==> config.mk <==
export PLATFORM = sky130hd
export DESIGN_NAME = bgi_div
export DESIGN_NICKNAME = d
export VERILOG_FILES = /design/src/design/bgi_pkg.sv /design/src/design/bgi_div.sv
export SDC_FILE = /design/constraint.sdc
export NUM_CORES = 1
export LEC_CHECK = 0
export ABC_AREA = 1
export BUFFER_PORTS_ARGS = -buffer_cell sky130_fd_sc_hd__buf_4
export CORE_UTILIZATION = 45
export DETAILED_ROUTE_END_ITERATION = 6
export HOLD_SLACK_MARGIN = 0.15
export PLACE_DENSITY_LB_ADDON = 0.2
export SLEW_MARGIN = 30
export SYNTH_ARGS = -nofsm -noshare
export SYNTH_HDL_FRONTEND = slang
export SYNTH_SLANG_ARGS = --single-unit
export TNS_END_PERCENT = 20
==> constraint.sdc <==
create_clock -name clock -period 14.4 [get_ports clock]
set_input_delay 0.72 -clock clock [delete_from_list [all_inputs] [get_ports clock]]
set_output_delay 0.72 -clock clock [all_outputs]
set_load 0.01 [all_outputs]
==> src/design/bgi_pkg.sv <==
`timescale 1ns / 1ps
// Shared types and codes for the bilinear grid interpolator.
// No dependencies.
package bgi_pkg;

   localparam int KEY_W = 32;
   localparam int VOL_W = 32;
   localparam int WGT_W = 24;

   localparam logic [1:0] ACT_CLEAR = 2'd0;
   localparam logic [1:0] ACT_LOAD  = 2'd1;
   localparam logic [1:0] ACT_QUERY = 2'd2;

   localparam logic [2:0] ST_OK      = 3'd0;
   localparam logic [2:0] ST_BAD_KEY = 3'd1;
   localparam logic [2:0] ST_FULL    = 3'd2;
   localparam logic [2:0] ST_OUTSIDE = 3'd3;
   localparam logic [2:0] ST_MISSING = 3'd4;

   typedef struct packed {
      logic [KEY_W-1:0]        strike;
      logic [KEY_W-1:0]        expiry;
      logic signed [VOL_W-1:0] value;
   } quote_type;

endpackage

==> src/design/bgi_div.sv <==
`timescale 1ns / 1ps
// Restoring divider for Q0.24 weights: floor((num << 24) / den), num < den.
// One quotient bit per cycle. Uses bgi_pkg.
module bgi_div (
   input  logic                         clock,
   input  logic                         reset,
   input  logic                         start,
   input  logic [bgi_pkg::KEY_W-1:0]    num,
   input  logic [bgi_pkg::KEY_W-1:0]    den,
   output logic                         done,
   output logic [bgi_pkg::WGT_W-1:0]    quot
);

   logic [bgi_pkg::KEY_W-1:0] rem_ff;
   logic [bgi_pkg::KEY_W-1:0] den_ff;
   logic [bgi_pkg::WGT_W-1:0] quot_ff;
   logic [4:0]                cnt_ff;
   logic                      run_ff;
   logic                      done_ff;
   logic [bgi_pkg::KEY_W:0]   shifted;
   logic                      fits;

   assign shifted = {rem_ff, 1'b0};
   assign fits    = shifted >= {1'b0, den_ff};
   assign done    = done_ff;
   assign quot    = quot_ff;

   always_ff @(posedge clock) begin
      if (reset) begin
         run_ff  <= 1'b0;
         done_ff <= 1'b0;
         cnt_ff  <= 5'd0;
      end else begin
         done_ff <= 1'b0;
         if (start) begin
            rem_ff  <= num;
            den_ff  <= den;
            quot_ff <= '0;
            cnt_ff  <= 5'(bgi_pkg::WGT_W);
            run_ff  <= 1'b1;
         end else if (run_ff) begin
            if (fits) begin
               rem_ff  <= bgi_pkg::KEY_W'(shifted - {1'b0, den_ff});
               quot_ff <= {quot_ff[bgi_pkg::WGT_W-2:0], 1'b1};
            end else begin
               rem_ff  <= shifted[bgi_pkg::KEY_W-1:0];
               quot_ff <= {quot_ff[bgi_pkg::WGT_W-2:0], 1'b0};
            end
            cnt_ff <= cnt_ff - 5'd1;
            if (cnt_ff == 5'd1) begin
               run_ff  <= 1'b0;
               done_ff <= 1'b1;
            end
         end
      end
   end

endmodule

After elaboration in Yosys (flattened, before gate mapping)
Cells that the tools add are included.
- output and inout port bits: 25
- flip-flop bits (word level): 95
- input port bits: 67
- word-level logic and storage cells: 29
- bitwise gates (word level): 2
- equality and inequality tests: 1
- reduce and logical (&&, ||, !) cells: 5
- add/subtract/negate cells: 2
- muxes and demuxes: 11
- $lt $le $gt $ge: 1
- operator list (kind ; number):
    32-bit two-way mux ; 3
    33-bit by 32-bit >= comparator with 1-bit output ; 1
    32-bit subtractor ; 1
    24-bit two-way mux ; 1
    5-bit two-way mux ; 2
    5-bit by 1-bit == test with 1-bit output (second input constant) ; 1
    1-bit two-way mux ; 5
    5-bit by 1-bit subtractor with 5-bit output (second input constant) ; 1
    2-bit AND reduction ; 2
    3-bit OR reduction ; 1
    1-bit NOT ; 2
    2-bit nonzero test ; 1
    2-bit OR reduction ; 1

Logic depth before layout (Yosys ltp)
Gate-level depths: netlist of run 1.
- depth after elaboration: 4
- gate-level depth with buffers: 16
- depth with buffers taken out: 16

Worst setup path after synthesis of run 1
OpenSTA, ideal clock, no wires.
- path kind: input -> register
- start point: in start
- end point: reg quot_ff (netlist bit quot[0]), enable pin
- path buffers: 0
- setup slack: 9.053 ns
- arrival time: 4.798 ns
- required time: 13.850 ns
- library setup time: 0.550 ns
- stages on the path: 2
- path through: inv_2 > o21ai_0
- word-level cells in the longest chain between the ends: 2
- ends and longest elaborated chain (element ; line ; RTL):
    start: declaration ; bgi_div.sv:7 ; input logic start,
    2-bit nonzero test (no line) ; -- ;
    2-bit AND reduction (no line) ; -- ;
    end signal: assignment ; bgi_div.sv:44 ; quot_ff <= {quot_ff[bgi_pkg::WGT_W-2:0], 1'b1};
    end signal: assignment ; bgi_div.sv:47 ; quot_ff <= {quot_ff[bgi_pkg::WGT_W-2:0], 1'b0};
    end: declaration ; bgi_div.sv:16 ; logic [bgi_pkg::WGT_W-1:0] quot_ff;
No other way between the ends.
A chain may end at the register's enable or synchronous reset.

Final worst setup path of run 1
- start point: in start
- end point: reg rem_ff[14] in the netlist's numbering, enable pin
- word-level cells in the longest chain between the ends: 2
- ends and longest elaborated chain (element ; line ; RTL):
    2-bit nonzero test (no line) ; -- ;
    2-bit AND reduction (no line) ; -- ;
    end signal: assignment ; bgi_div.sv:36 ; rem_ff <= num;
    end signal: assignment ; bgi_div.sv:43 ; rem_ff <= bgi_pkg::KEY_W'(shifted - {1'b0, den_ff});
    end signal: assignment ; bgi_div.sv:46 ; rem_ff <= shifted[bgi_pkg::KEY_W-1:0];
    end: declaration ; bgi_div.sv:14 ; logic [bgi_pkg::KEY_W-1:0] rem_ff;
No other way between the ends.

==> metrics.csv, run 1 <==
metric,value,unit
dp_hpwl,12200,um
worstReg2RegStart,rem_ff[26],
p_comb_frac,0.328,
rsz0062_at_grt,no,
relSlewSlack,0.484,
fin_skew,0.0141,ns
synth_top_family_by_area,simple AND/OR/NAND/NOR gates,
yosysWarnings,0,
maxSlewViolCount,0,
cts_resized,0,
fp-row-count,44,
grt_use_total,0.228,
async_reset_ff_frac,0,
synth_compound_area_frac,0.0260,
fin_cells,1194,
nFillCells,1440,
nets,1107,
gr-total-overflow,0,
end_kind,register,
setup_viol,0,
startpoint,start,
arrival,3.02,ns
reg2reg_setup_slack,11.65,ns
synthXorXnorAreaFrac,0.0196,
clkSlewWorstSetupHoldPaths,0.08,ns
status,completed,
synthDistinctLibCells,37,
seq_power_share,0.376,
synth-seq-area-share,0.416,
syn_avg_cell_area,7.29,sq um
synth_mux_area_frac,0,
first_pass_iters,6,
grt_max_degree,58,
antenna_found_initial,0,
synth_edf_count,88,
synth_seq_cells,95,
wl,16300,um
finalSetupTns,0,ns
slowest_delay,0.75,ns
switching_share,0.346,
ctsHoldBuffers,0,
clock_path_buffers,2,
dp_cells,1177,
antenna_cells,0,
crit_path_max_fanout,57,
syn_inst,917,
min_from,cnt_ff[4],
max_freq,332,MHz
p_clk_frac,0.297,
final.min_clock_period,3.02,ns
timing.final.crit_share,0.209,
power_density,118,nW/um^2
clock_latency,0.36,ns
switching_power,0.321,mW
cts_inserted_buffers,9,
gp_congestion,0.932,
synthSimpleGateAreaFrac,0.352,
drive_above_1_share,0.134,
post_cts_buffers,0,
clkSinkCount,95,
holdWs,0.476,ns
hold_path_class,reg -> reg,
final-hold-violation-count,0,
synthAdderAreaFrac,0.0666,
cap_violations,0,
critical-path-top-delay-family,buffers and inverters,
cp-start-kind,primary input,
routed-via-count,5783,
ir_drop,95.7,uV
p_int,0.608,mW
drt_iter0_markers,311,
crit_chain,buf_4 -> inv_2 -> o21ai_4 -> buf_4,
synthToLayoutAreaGrowth,17.9,%
tightest_slew,0.773,ns
synthFlopType,edfxtp_1,
grt_pass1_wl,26400,um
die_w,124,um
crit_path_frequent_cell,buf_4,
grt_pass1_vias,5364,
ios,92,
place_area,7520,sq um
fp.coreArea,14500,sq um
port_buffers,91,
fp.dieH,124,um
crit_buf_inv,3,
root_buffer,clkbuf_16,
worstSetupPathType,in -> reg,
final_common_cell,nand2_1,
htreeDepth,3,
crit_required,14.40,ns
worst_path_max_delay_cell,o21ai_4,
die_area,15400,sq um
layout_common_cells,"345 x nand2_1, 182 x inv_1, 92 x buf_4, 88 x edfxtp_1, 68 x nor2_1",
cts_tree,yes,
viasPerCell,4.84,
ant_nets,0,
routedWlPerCell,13.6,um
syn_nets,1019,
fin_area,7890,sq um
route.detailed.drc,0,
final_util,0.543,
syn_area,6690,sq um
initial_core_util,0.460,
leakagePower,4.13,nW
## metal layers
| layer | GRT usage | wire (um) |
|---|---|---|
| met2 | 0.363 | 7120 |
| met3 | 0.0467 | 860 |
| met4 | 0.0774 | 375 |
| met1 | 0.307 | 7900 |
| met5 | 0 | 0 |
## cells in the mapped netlist, drive strengths merged, types with 3 or more instances
cell type | n | area share
inv | 185 | 0.10
o21ai | 3 | 0.0022
nand4 | 10 | 0.0094
ha | 34 | 0.064
clkbuf | 6 | 0.0034
and2 | 5 | 0.0047
nor2 | 75 | 0.046
nand3 | 68 | 0.054
dfxtp | 7 | 0.021
edfxtp | 88 | 0.40
nand2 | 353 | 0.21
xnor2 | 13 | 0.017
a21oi | 18 | 0.014
nand3b | 24 | 0.027
nor3 | 3 | 0.0022
buf | 10 | 0.013
o21a | 3 | 0.0034
## logic make-up (layout without fill, tap and decap cells)
kind of cell	Yosys count	in the layout
simple gates	541	541
buf+inv	201	294
flops	95	95
fa+ha+maj	35	35
compound gates	30	30
xor+xnor	15	15
## cell type report
class / instances / area (sq um) / area share
well taps: 184 / 230 / 0.0292
flip-flops and latches: 95 / 2780 / 0.353
clock inverters: 7 / 114 / 0.0144
clock buffers: 9 / 225 / 0.0286
repair buffers: 93 / 718 / 0.0911
multi-input cells: 621 / 3120 / 0.396
inverters: 185 / 694 / 0.0881
## stage by stage
| stage | worst slack (ns) | power (mW) |
|---|---|---|
| final | 11.38 | 0.929 |
| after global routing | 11.11 | 0.988 |
| after CTS | 11.33 | 0.933 |
| after detailed placement | 10.93 | 0.656 |
| after global placement | 10.95 | 0.654 |
| after floorplan | 9.05 | 0.579 |
## final timing paths
check,cells after the start,endpoint
hold / removal,2,cnt_ff[4]
setup reg to reg,13,rem_ff[21]
hold reg to reg,2,cnt_ff[4]
setup / recovery,4,rem_ff[14]
## worst register-to-register path: stages (launching register included)
cell and delay [ns]:
edfxtp_1 0.42, ha_1 0.39, nand2_1 0.17, inv_1 0.06, nand2_1 0.08, nand2_1 0.05
a21oi_1 0.16, nand2_2 0.11, nor2_8 0.38, nand2_8 0.25, nand2_4 0.22, nand2_1 0.08
nand2_1 0.10, nand2_1 0.05
## registers in the layout, indices dropped and copies added, names as in the netlist
register  flops
done          1
cnt_ff        5
run_ff        1
rem_ff       32
quot         24
den_ff       32
## power by group through the flow
stage | clock (mW) | sequential (mW) | combinational [mW]
CTS | 0.281 | 0.349 | 0.303
global placement | 0 | 0.354 | 0.300
global route | 0.290 | 0.352 | 0.346
finish | 0.276 | 0.349 | 0.304
detailed placement | 0 | 0.354 | 0.302
floorplan | 0 | 0.356 | 0.223
No activity file was read; power rests on OpenSTA's default activity.
==> run 2: changes to the inputs <==
clock period = 3.1 ns   (was 14.4 ns; I/O delays follow)
==> metrics.csv, run 2 (synthesis results as in run 1) <==
metric,value,unit,change
ir_drop,333,uV,was 95.7 uV
root_buffer,clkbuf_16,,unchanged
wl,17800,um,was 16300 um
drive_above_1_share,0.129,,was 0.134
synthToLayoutAreaGrowth,27.7,%,was 17.9%
nets,1176,,was 1107
slowest_delay,0.43,ns,was 0.75 ns
leakagePower,4.41,nW,was 4.13 nW
route.detailed.drc,0,,unchanged
reg2reg_setup_slack,0.33,ns,was 11.65 ns
clkSinkCount,95,,unchanged
cp-start-kind,register,,was primary input
fp.dieH,124,um,unchanged
gp_congestion,0.926,,was 0.932
hold_path_class,in -> reg,,was reg -> reg
die_w,124,um,unchanged
whs_path_depth,3,,was 2
drt_iter0_markers,383,,was 311
max_freq,362,MHz,
grt_pass1_wl,28500,um,was 26400 um
cts_tree,yes,,unchanged
power_density,501,nW/um^2,was 118 nW/um^2
min_from,start,,was cnt_ff[4]
post_cts_buffers,0,,unchanged
tightest_slew,0.826,ns,was 0.773 ns
grt_max_degree,57,,was 58
final_common_cell,nand2_1,,unchanged
viasPerCell,4.78,,was 4.84
cts_inserted_buffers,9,,unchanged
timing.final.crit_share,0.892,,
ctsHoldBuffers,65,,was 0
crit_required,3.21,ns,was 14.40 ns
fin_skew,0.0190,ns,was 0.0141 ns
routedWlPerCell,14.1,um,was 13.6 um
clock_path_buffers,2,,unchanged
first_pass_iters,5,,was 6
cts_resized,0,,unchanged
gr-total-overflow,0,,unchanged
holdPathEnd,cnt_ff[3],,was cnt_ff[4]
worstReg2RegStart,rem_ff[26],,unchanged
reg2reg_depth,13,,unchanged
crit_buf_inv,1,,was 3
grt_use_total,0.247,,was 0.228
ant_nets,0,,unchanged
worstSetupPathType,reg -> reg,,was in -> reg
rsz0062_at_grt,no,,unchanged
relSlewSlack,0.447,,was 0.484
antenna_found_initial,0,,unchanged
crit_path_frequent_cell,nand2_1,,was buf_4
fp-row-count,44,,unchanged
final.min_clock_period,2.77,ns,
end_kind,register,,unchanged
port_buffers,91,,unchanged
clkSlewWorstSetupHoldPaths,0.07,ns,was 0.08 ns
htreeDepth,3,,unchanged
maxSlewViolCount,0,,unchanged
initial_core_util,0.460,,unchanged
status,completed,,unchanged
crit_path_max_fanout,32,,was 57
crit_chain,ha_1 -> nand2_1 -> inv_1 -> nand2_1 -> nand2_1 -> a21oi_1 -> nand2_2 -> nor2_8 -> nand2_8 -> nand2_4 -> nand2_1 -> nand2_1 -> nand2_1,,was buf_4 -> inv_2 -> o21ai_4 -> buf_4
antenna_cells,0,,unchanged
setup_viol,0,,unchanged
layout_common_cells,"345 x nand2_1, 182 x inv_1, 95 x buf_4, 88 x edfxtp_1, 68 x nor2_1",,"was 345 x nand2_1, 182 x inv_1, 92 x buf_4, 88 x edfxtp_1, 68 x nor2_1"
finalSetupTns,0,ns,unchanged
critical-path-top-delay-family,simple AND/OR/NAND/NOR gates,,was buffers and inverters
fp.coreArea,14500,sq um,unchanged
ios,92,,unchanged
dp_hpwl,13000,um,was 12200 um
p_total,4.28,mW,was 0.929 mW
clock_latency,0.37,ns,was 0.36 ns
r2r-end,rem_ff[21],,unchanged
die_area,15400,sq um,unchanged
worst_path_max_delay_cell,edfxtp_1,,was o21ai_4
cap_violations,0,,unchanged
routed-via-count,6042,,was 5783
final-hold-violation-count,0,,unchanged
grt_pass1_vias,5860,,was 5364
arrival,2.88,ns,was 3.02 ns
## run 2: changes by cell type in the layout (fill, tap and decap cells not counted)
cell	delta
buf_12	+1
bufinv_16	-2
inv_8	+3
clkinv_2	+1
buf_4	+3
clkinv_4	-1
inv_6	-2
clkinvlp_4	+1
dlygate4sd3_1	+65
## run 2: how the worst max path moves through the flow
stage                     startpoint         end  slack, ns  depth (start not counted)
after detailed placement  rem_ff[26]  rem_ff[21]       0.37                         13
final                     rem_ff[26]  rem_ff[21]       0.33                         13
after global placement    rem_ff[27]  rem_ff[21]       0.42                         11
after CTS                 rem_ff[26]  rem_ff[21]       0.37                         13
after global routing      rem_ff[27]  rem_ff[21]       0.17                         13
after floorplan                start     quot[0]       0.95                          2
## run 2: worst min-delay path: cells and delay by family
family / cells / cell delay [ns]
buffers and inverters: 2 / 0.18
AOI/OAI and AO/OA: 1 / 0.17
## run 2: final cells by class
type	count	area (sq um)
Sequential cell	95	2780
Clock inverter	7	73.8
Tap cell	184	230
Timing Repair Buffer	162	1410
Multi-Input combinational cell	621	3120
Clock buffer	9	225
Fill cell	1403	5990
Inverter	185	694
## run 2: layer usage
metal / global-route usage / part of all wire / up-vias
met5: 0 / 0 / -
met4: 0.0967 / 0.027 / 0
met2: 0.396 / 0.44 / 155
met1: 0.329 / 0.48 / 2700
li1: - / - / 3156
met3: 0.0467 / 0.055 / 31
## run 2: power breakdown
part	leakage, nW	total (mW)	internal [mW]	switching [mW]
Sequential	0.907	1.62	1.56	0.0613
Combinational	3.36	1.50	0.594	0.908
Clock	0.146	1.16	0.574	0.583
Total	4.41	4.28	2.73	1.55
## run 2: stage by stage
| stage | instance area, sq um | hold slack [ns] | std cells | util | worst slack [ns] |
|---|---|---|---|---|---|
| after global placement | 7560 | 0.333 | 1181 | 0.520 | 0.415 |
| after CTS | 8540 | 0.174 | 1263 | 0.588 | 0.366 |
| after floorplan | 6690 | 0.224 | 917 | - | 0.946 |
| after global routing | 8540 | 0.189 | 1263 | 0.588 | 0.175 |
| final | 8540 | 0.189 | 1263 | 0.588 | 0.334 |
| after detailed placement | 7590 | 0.334 | 1182 | 0.522 | 0.367 |
==> run 3: changes to the inputs <==
REMOVE_ABC_BUFFERS = 1   (was default)
==> metrics.csv, run 3 (synthesis results as in run 1) <==
metric,value,unit,change
clkSinkCount,95,,unchanged
fin_area,8530,sq um,was 8540 sq um
maxSlewViolCount,0,,unchanged
nFillCells,1435,,was 1403
clock_path_buffers,2,,unchanged
crit_chain,ha_1 -> nand2_1 -> inv_1 -> nand2_1 -> inv_2 -> a21oi_2 -> nor2_2 -> nor2_8 -> nand2_8 -> nand2_4 -> nand2_1 -> nand2_1 -> nand2_1,,was ha_1 -> nand2_1 -> inv_1 -> nand2_1 -> nand2_1 -> a21oi_1 -> nand2_2 -> nor2_8 -> nand2_8 -> nand2_4 -> nand2_1 -> nand2_1 -> nand2_1
startpoint,rem_ff[21],,was rem_ff[26]
min_from,start,,unchanged
max_freq,383,MHz,was 362 MHz
slowest_delay,0.43,ns,about the same
routed-via-count,5970,,was 6042
status,completed,,unchanged
p_clk_frac,0.267,,was 0.270
end_kind,register,,unchanged
ir_drop,392,uV,was 333 uV
fp.dieH,124,um,unchanged
port_buffers,91,,unchanged
routedWlPerCell,13.8,um,was 14.1 um
holdPathEnd,cnt_ff[3],,unchanged
grt_use_total,0.245,,was 0.247
worstSetupPathType,reg -> reg,,unchanged
gp_congestion,0.930,,was 0.926
whs_path_depth,3,,unchanged
worstReg2RegStart,rem_ff[21],,was rem_ff[26]
final.min_clock_period,2.61,ns,was 2.77 ns
clkSlewWorstSetupHoldPaths,0.07,ns,about the same
grt_pass1_wl,28400,um,was 28500 um
p_comb_frac,0.350,,was 0.351
die_area,15400,sq um,unchanged
crit_path_max_fanout,32,,unchanged
crit_required,3.21,ns,about the same
r2r-end,rem_ff[21],,unchanged
drt_iter0_markers,383,,unchanged
antenna_cells,0,,unchanged
holdWs,0.178,ns,was 0.189 ns
dp_hpwl,12800,um,was 13000 um
crit_path_frequent_cell,nand2_1,,unchanged
initial_core_util,0.460,,unchanged
final_common_cell,nand2_1,,unchanged
synthToLayoutAreaGrowth,27.6,%,was 27.7%
route.detailed.drc,0,,unchanged
nets,1177,,was 1176
final_util,0.587,,was 0.588
switching_share,0.354,,was 0.362
cp-start-kind,register,,unchanged
fp.coreArea,14500,sq um,unchanged
power_density,497,nW/um^2,was 501 nW/um^2
reg2reg_setup_slack,0.49,ns,was 0.33 ns
viasPerCell,4.72,,was 4.78
cts_resized,0,,unchanged
ios,92,,unchanged
wl,17500,um,was 17800 um
fp-row-count,44,,unchanged
reg2reg_depth,13,,unchanged
first_pass_iters,5,,unchanged
timing.final.crit_share,0.841,,was 0.892
critical-path-top-delay-family,simple AND/OR/NAND/NOR gates,,unchanged
relSlewSlack,0.487,,was 0.447
place_area,7580,sq um,was 7590 sq um
ant_nets,0,,unchanged
setup_viol,0,,unchanged
tightest_slew,0.769,ns,was 0.826 ns
switching_power,1.50,mW,was 1.55 mW
worst_path_max_delay_cell,edfxtp_1,,unchanged
htreeDepth,3,,unchanged
fin_skew,0.0174,ns,was 0.0190 ns
cts_inserted_buffers,9,,unchanged
layout_common_cells,"345 x nand2_1, 182 x inv_1, 97 x buf_4, 88 x edfxtp_1, 68 x nor2_1",,"was 345 x nand2_1, 182 x inv_1, 95 x buf_4, 88 x edfxtp_1, 68 x nor2_1"
die_w,124,um,unchanged
seq_power_share,0.383,,was 0.379
hold_path_class,in -> reg,,unchanged
arrival,2.72,ns,was 2.88 ns
cap_violations,0,,unchanged
crit_buf_inv,2,,was 1
rsz0062_at_grt,no,,unchanged
final-hold-violation-count,0,,unchanged
post_cts_buffers,0,,unchanged
gr-total-overflow,0,,unchanged
root_buffer,clkbuf_16,,unchanged
p_int,2.74,mW,was 2.73 mW
cts_tree,yes,,unchanged
drive_above_1_share,0.130,,was 0.129
grt_max_degree,58,,was 57
grt_pass1_vias,5947,,was 5860
leakagePower,4.41,nW,about the same
antenna_found_initial,0,,unchanged
clock_latency,0.37,ns,about the same
run 3: changes by cell type in the layout (fill, tap and decap cells not counted), sizes merged:
cell / before / now
buf: 97 / 98
clkbuf: 9 / 10
clkinvlp: 1 / 0
run 3: how the worst max path moves through the flow:
stage	end	slack, ns	cells after the start
finish	rem_ff[21]	0.49	13
CTS	rem_ff[21]	0.47	13
floorplan	quot[0]	-1.84	2
global route	rem_ff[21]	0.28	13
global placement	rem_ff[21]	0.51	11
detailed placement	rem_ff[21]	0.48	13
run 3: power by group through the flow:
stage               clock (mW)  combinational [mW]  sequential (mW)
floorplan                    0               0.995             1.66
detailed placement           0                1.42             1.65
global route              1.20                1.69             1.64
CTS                       1.16                1.49             1.62
global placement             0                1.41             1.65
finish                    1.13                1.49             1.62
run 3: cell type report:
| cell class | instances | area [sq um] | share of cell area |
|---|---|---|---|
| sequential | 95 | 2780 | 0.326 |
| tap | 184 | 230 | 0.0270 |
| multi-input combinational | 621 | 3120 | 0.366 |
| clock inverter | 6 | 57.6 | 0.00675 |
| inverter | 185 | 694 | 0.0814 |
| timing repair buffer | 163 | 1410 | 0.165 |
| clock buffer | 10 | 239 | 0.0280 |
run 3: worst reg2reg max path, stage by stage, from the launching register on:
cell and delay [ns]:
edfxtp_1 0.43, ha_1 0.40, nand2_1 0.13, inv_1 0.06, nand2_1 0.12, inv_2 0.06, a21oi_2 0.18, nor2_2 0.09
nor2_8 0.28, nand2_8 0.23, nand2_4 0.20, nand2_1 0.07, nand2_1 0.07, nand2_1 0.05
run 3: routing by layer:
metal	vias to the layer above	global-route usage	wire, um	share of wire
met5	-	0	0	0
met4	0	0.108	509	0.029
met3	30	0.0435	710	0.041
met2	136	0.417	8160	0.47
met1	2643	0.303	8070	0.46
li1	3161	-	-	-
run 3: per-stage QoR:
stage	cells	setup TNS (ns)	total power [mW]	setup WS, ns
6_report	1264	0	4.24	0.491
3_5_place_dp	1183	0	3.07	0.485
3_3_place_gp	1182	0	3.05	0.507
4_1_cts	1264	0	4.27	0.467
2_1_floorplan	901	-104.69	2.65	-1.84
5_1_grt	1264	0	4.52	0.285
run 3: what timing repair did:
item,4_1_cts,5_1_grt
hold buffers,65,0
hold endpoints to repair,66,0
setup endpoints to repair,0,0
